<file path="src/hdl/mrtm_ram.sv">
// Generic single-port-write, single-port-read RAM with registered read data.
module mrtm_ram #(
   parameter int WIDTH = 8,
   parameter int DEPTH = 16
) (
   input  logic                     clock,
   input  logic                     wr_en,
   input  logic [$clog2(DEPTH)-1:0] wr_addr,
   input  logic [WIDTH-1:0]         wr_data,
   input  logic [$clog2(DEPTH)-1:0] rd_addr,
   output logic [WIDTH-1:0]         rd_data
);

   logic [WIDTH-1:0] mem_ff [DEPTH];

   // Write, then register the read word
   always_ff @(posedge clock) begin
      if (wr_en) begin
         mem_ff[wr_addr] <= wr_data;
      end
      rd_data <= mem_ff[rd_addr];
   end

endmodule

</file>
<file path="config.mk">
export PLATFORM = sky130hd
export DESIGN_NAME = mrtm_ram
export DESIGN_NICKNAME = d
export VERILOG_FILES = /design/src/hdl/mrtm_ram.sv
export SDC_FILE = /design/constraint.sdc
export NUM_CORES = 1
export LEC_CHECK = 0
export BUFFER_PORTS_ARGS = -buffer_cell sky130_fd_sc_hd__buf_2
export CORE_MARGIN = 5
export CORE_UTILIZATION = 55
export CTS_CLUSTER_DIAMETER = 100
export DETAILED_ROUTE_END_ITERATION = 7
export GPL_ROUTABILITY_DRIVEN = 0
export PLACE_DENSITY = 0.74
export SYNTH_ARGS = -nofsm -noshare
export SYNTH_HDL_FRONTEND = slang
export SYNTH_SLANG_ARGS = --single-unit
</file>
<file path="constraint.sdc">
create_clock -name clock -period 4.7 [get_ports clock]
set_input_delay 0.47 -clock clock [delete_from_list [all_inputs] [get_ports clock]]
set_output_delay 0.47 -clock clock [all_outputs]
set_load 0.02 [all_outputs]
</file>
Word-level counts from Yosys, hierarchy flattened
Memories as Yosys holds them, arrays and structs flattened. A register that Yosys moved wholly into a read port is not among the register bits.
Index checks and enable logic that the tools add are counted.
{ "classes": {"mux": 2} }
{ "ops": {"columns": ["op", "n"], "rows": [
  ["$mux W1", 2]
]} }
{ "word_totals": {"inputBits": 18, "output_inout_bits": 8, "ff_bits": 0, "ram_bits": 128, "mem_count": 1} }
{ "mem_list": {"columns": ["memory", "words", "width", "rd", "rd_ports_with_merged_regs", "wr", "line_no", "rtl"], "rows": [
  ["mem_ff", 16, 8, 1, 1, 1, "14", "logic [WIDTH-1:0] mem_ff [DEPTH];"]
]} }

Logic depth before layout (Yosys ltp)
{ "logic_depth": {"word_depth": 2, "mapped_depth": 5} }

Worst setup path after synthesis
Ideal clock, no wire load.
{ "synth_timing": {"path_type": "input port to flip-flop", "startpoint": "input port wr_addr[2]", "endpoint": "memory mem_ff[0][0], enable pin", "path_stages": 2, "arrival_time_ps": 1580, "t_required_ps": 4317, "setup_slack_ps": 2737, "cell_sequence": "or3b_2 -> nor3_1"} }
{ "synth_rtl": {"columns": ["element", "line_no", "rtl"], "rows": [
  ["start, declared", "8", "input logic [$clog2(DEPTH)-1:0] wr_addr,"],
  ["end, declared", "14", null]
]} }
No word-level cell before the write port.

Final worst setup path
{ "layout_timing": {"startpoint": "input port wr_addr[2]", "endpoint": "memory mem_ff[0][4], enable pin"} }
No word-level cell before the write port.

==> impl_results.rst <==
.. list-table::
   :header-rows: 1

   * - Metric
     - Value
   * - CP endpoint kind
     - flop
   * - Via density
     - 6.19
   * - Clock power share
     - 0.463
   * - Final instance area
     - 5930 sq um
   * - Sequential Power Share
     - 0.492
   * - Post-Synthesis Cell Area
     - 5150 sq um
   * - Initial core utilization
     - 0.560
   * - Port bufs
     - 25
   * - Fill cell count
     - 590
   * - Area taken by flip-flops and latches
     - 4000 sq um
   * - Clock edge transition at the registers on the reported setup and hold paths
     - 60 ps
   * - Number of warnings issued by yosys
     - 0
   * - Number of rows created at floorplan
     - 35
   * - Global route overflow
     - 0
   * - Total clock buffers created by CTS
     - 17
   * - Number of hold violations in the final report
     - 0
   * - Slew Limit Headroom
     - 0.0580
   * - Mapped Avg Cell Area
     - 22.5 sq um
   * - Final-report setup violation count
     - 0
   * - Switching share of power
     - 0.217
   * - Total Routing Usage GR
     - 0.184
   * - Total via count after detailed routing
     - 2409
   * - Worst setup path endpoint
     - mem_ff[0][4]$_DFFE_PP_
   * - Total I/O pin count
     - 26
   * - Core Footprint
     - 9200 sq um
   * - DRT Pass-1 Iters
     - 5
   * - Period utilisation layout
     - 0.437
   * - Post-DP HPWL
     - 5550 um
   * - Sequence of cells on the critical path
     - buf_2 -> or3b_2 -> nor3_1
   * - Accumulated negative setup slack
     - 0 ps
   * - Share of the core filled with cells
     - 0.644
   * - Worst Reg2Reg Path Length in Cells
     - 3
   * - RSZ-0062 raised after global routing
     - no
   * - Reg-to-Reg Start
     - mem_ff[1][0]$_DFFE_PP_
   * - Largest delay contributor family on the critical path
     - simple AND/OR/NAND/NOR gates
   * - Net count after synthesis
     - 247
   * - Switching component of the power
     - 0.602 mW
   * - P_leak
     - 1.98 nW
   * - CTS root buffer
     - sky130_fd_sc_hd__clkbuf_8
   * - Worst min-delay path category
     - input port to flop
   * - Count of unresolved DRC violations after routing
     - 0
   * - Clk sinks
     - 136
   * - Max-cap violations
     - 0
   * - Post-route clock skew
     - 6.64 ps
   * - Capturing point of the worst reg2reg path
     - rd_data[0]$_DFF_P_
   * - Post-Route WL
     - 9610 um
   * - Wire length of the first global-routing pass
     - 14700 um
   * - Worst-case vdd ir drop
     - 0.000258 V
   * - Syn-to-layout area delta
     - 15.1%
   * - Design internal power
     - 2.17 mW
   * - Number of buffers and inverters on the critical path
     - 1
   * - Count of unique library cells instantiated by Yosys
     - 19
   * - Startpoint class of the critical path
     - input port
   * - Fmax
     - 487 MHz
   * - Worst setup slack for register-to-register paths
     - 3210 ps
   * - Number of cells on the critical path
     - 3
   * - Final hold slack
     - 332 ps
   * - Fraction of final layout cells sized beyond drive strength 1
     - 0.281
   * - Antenna violations before repair
     - 1
   * - Number of synthesized register bits
     - 136
   * - Final ANT Viol Nets
     - 0
   * - Seq/Total Area, Yosys
     - 0.778
   * - Arrival @ worst endpoint
     - 2170 ps
   * - Setup CP Type
     - input port to flop
   * - Post-cts hold buffer count
     - 0
   * - TritonCTS clock tree
     - done
   * - Count of pins over their slew limit
     - 0
   * - Post-placement cell area
     - 5350 sq um
   * - Critical Path Slowest Stage Cell
     - sky130_fd_sc_hd__nor3_1
   * - Beginning of the critical path
     - wr_addr[2]
   * - Instance count of the mapped netlist
     - 229
   * - Maximum number of pins on one net before global-route repair
     - 33
   * - Longest individual stage delay on the worst path
     - 1080 ps
   * - Number of resized instances in the post-cts repair step
     - 0
   * - Outcome
     - finished clean
   * - Largest fanout of any net on the critical path
     - 8
   * - Post-CTS setup repair buffer count
     - 0
   * - # H-tree levels
     - 4
   * - Slew @ Worst Pin
     - 1400 ps
   * - Inserted Diodes
     - 0
   * - Power density over the cells
     - 468 nW/um^2
   * - Height of the die
     - 107 um
   * - Area used by multi-input combinational logic
     - 1060 sq um
   * - Area of the die
     - 11400 sq um
   * - Number of violations reported at the end of detailed-routing iteration 0
     - 210
   * - Clock latency reported for the late side of the worst-skew pair
     - 520 ps
   * - Max Buffers Root-to-Sink
     - 2
   * - Gate power share
     - 0.045
   * - Via count of the first global-routing pass
     - 2476
   * - Net total in the final layout
     - 283
   * - X dimension of the die
     - 107 um
   * - Shortest period the worst path allows
     - 2060 ps
   * - Required time of the worst setup path
     - 4820 ps
   * - Detail-routed net length per standard cell
     - 24.7 um
[power groups by stage]
| stage | sequential, mW | clock [mW] | combinational [mW] |
|---|---|---|---|
| after floorplan | 1.40 | 0 | 0.0688 |
| after global placement | 1.39 | 0 | 0.123 |
| after detailed placement | 1.39 | 0 | 0.125 |
| after CTS | 1.37 | 1.29 | 0.127 |
| after global routing | 1.37 | 1.36 | 0.135 |
| final | 1.37 | 1.28 | 0.125 |
[cells in the final DEF, fill, tap and decap left out, drive strengths merged]
cell      netlist  routed
nand3           1       1
clkinv          0       4
nand2b          2       2
buf             7      27
mux4           32      32
nand3b          2       2
dfxtp           8       8
a22oi          16      16
and2            1       1
or3b            1       1
edfxtp        128     128
and2b           1       1
nand2           9       9
nor2           13      13
nor3            4       4
clkbuf          0      18
nor2b           1       1
clkinvlp        0       2
inv             0       6
bufinv          0       2
[per-layer routing]
metal,wire [um],up-vias,track usage
met5,11,-,0
met1,3920,1238,0.244
met3,678,11,0.0512
met2,4890,112,0.299
met4,111,2,0.0630
li1,-,1046,-
[sequential cells by signal, summed over array words and instances (netlist names)]
name / count
mem_ff: 128
rd_data: 8
[final cells by class]
cell class | instances | area share
Sequential cell | 136 | 0.676
Multi-Input combinational cell | 83 | 0.179
Clock buffer | 18 | 0.0705
Clock inverter | 14 | 0.0274
Timing Repair Buffer | 27 | 0.0236
Tap cell | 111 | 0.0234
[how the worst min path moves through the flow]
stage / cells past startpoint / to / start
CTS: 1 / mem_ff[6][6]$_DFFE_PP_ / wr_data[6]
global route: 1 / mem_ff[6][6]$_DFFE_PP_ / wr_data[6]
detailed placement: 3 / rd_data[3]$_DFF_P_ / mem_ff[4][3]$_DFFE_PP_
global placement: 3 / rd_data[3]$_DFF_P_ / mem_ff[7][3]$_DFFE_PP_
finish: 1 / mem_ff[0][5]$_DFFE_PP_ / wr_data[5]
floorplan: 0 / mem_ff[0][0]$_DFFE_PP_ / wr_data[0]
[cells by family after synthesis]
| family | synth area share |
|---|---|
| flip-flops | 0.778 |
| AND/OR/NAND/NOR | 0.0318 |
| multiplexers | 0.150 |
| AO/OA/AOI/OAI | 0.0233 |
| buffers and inverters | 0.0168 |
[synth_stat cells]
cell,instances,area share
sky130_fd_sc_hd__buf_6,3,0.0066
sky130_fd_sc_hd__dfxtp_1,8,0.031
sky130_fd_sc_hd__buf_4,1,0.0015
sky130_fd_sc_hd__nor2_1,13,0.0095
sky130_fd_sc_hd__buf_2,3,0.0029
sky130_fd_sc_hd__or3b_2,1,0.0017
sky130_fd_sc_hd__mux4_2,18,0.079
sky130_fd_sc_hd__edfxtp_1,128,0.75
sky130_fd_sc_hd__a22oi_1,16,0.023
sky130_fd_sc_hd__clkdlybuf4s25_2,3,0.0058
sky130_fd_sc_hd__nand3b_1,2,0.0029
sky130_fd_sc_hd__nor2b_1,1,0.0012
sky130_fd_sc_hd__nor3_1,4,0.0039
sky130_fd_sc_hd__and2_1,1,0.0012
sky130_fd_sc_hd__mux4_1,14,0.071
sky130_fd_sc_hd__and2b_1,1,0.0015
sky130_fd_sc_hd__nand2b_1,2,0.0024
sky130_fd_sc_hd__nand2_1,9,0.0066
sky130_fd_sc_hd__nand3_1,1,0.00097
[per-stage QoR]
step	setup slack (ps)	total power, mW	instances
after floorplan	2740	1.47	229
after global placement	2170	1.51	357
after detailed placement	2160	1.52	357
after CTS	2600	2.78	389
after global routing	2570	2.86	389
final	2640	2.77	389
(Power assumes the default switching activity.)
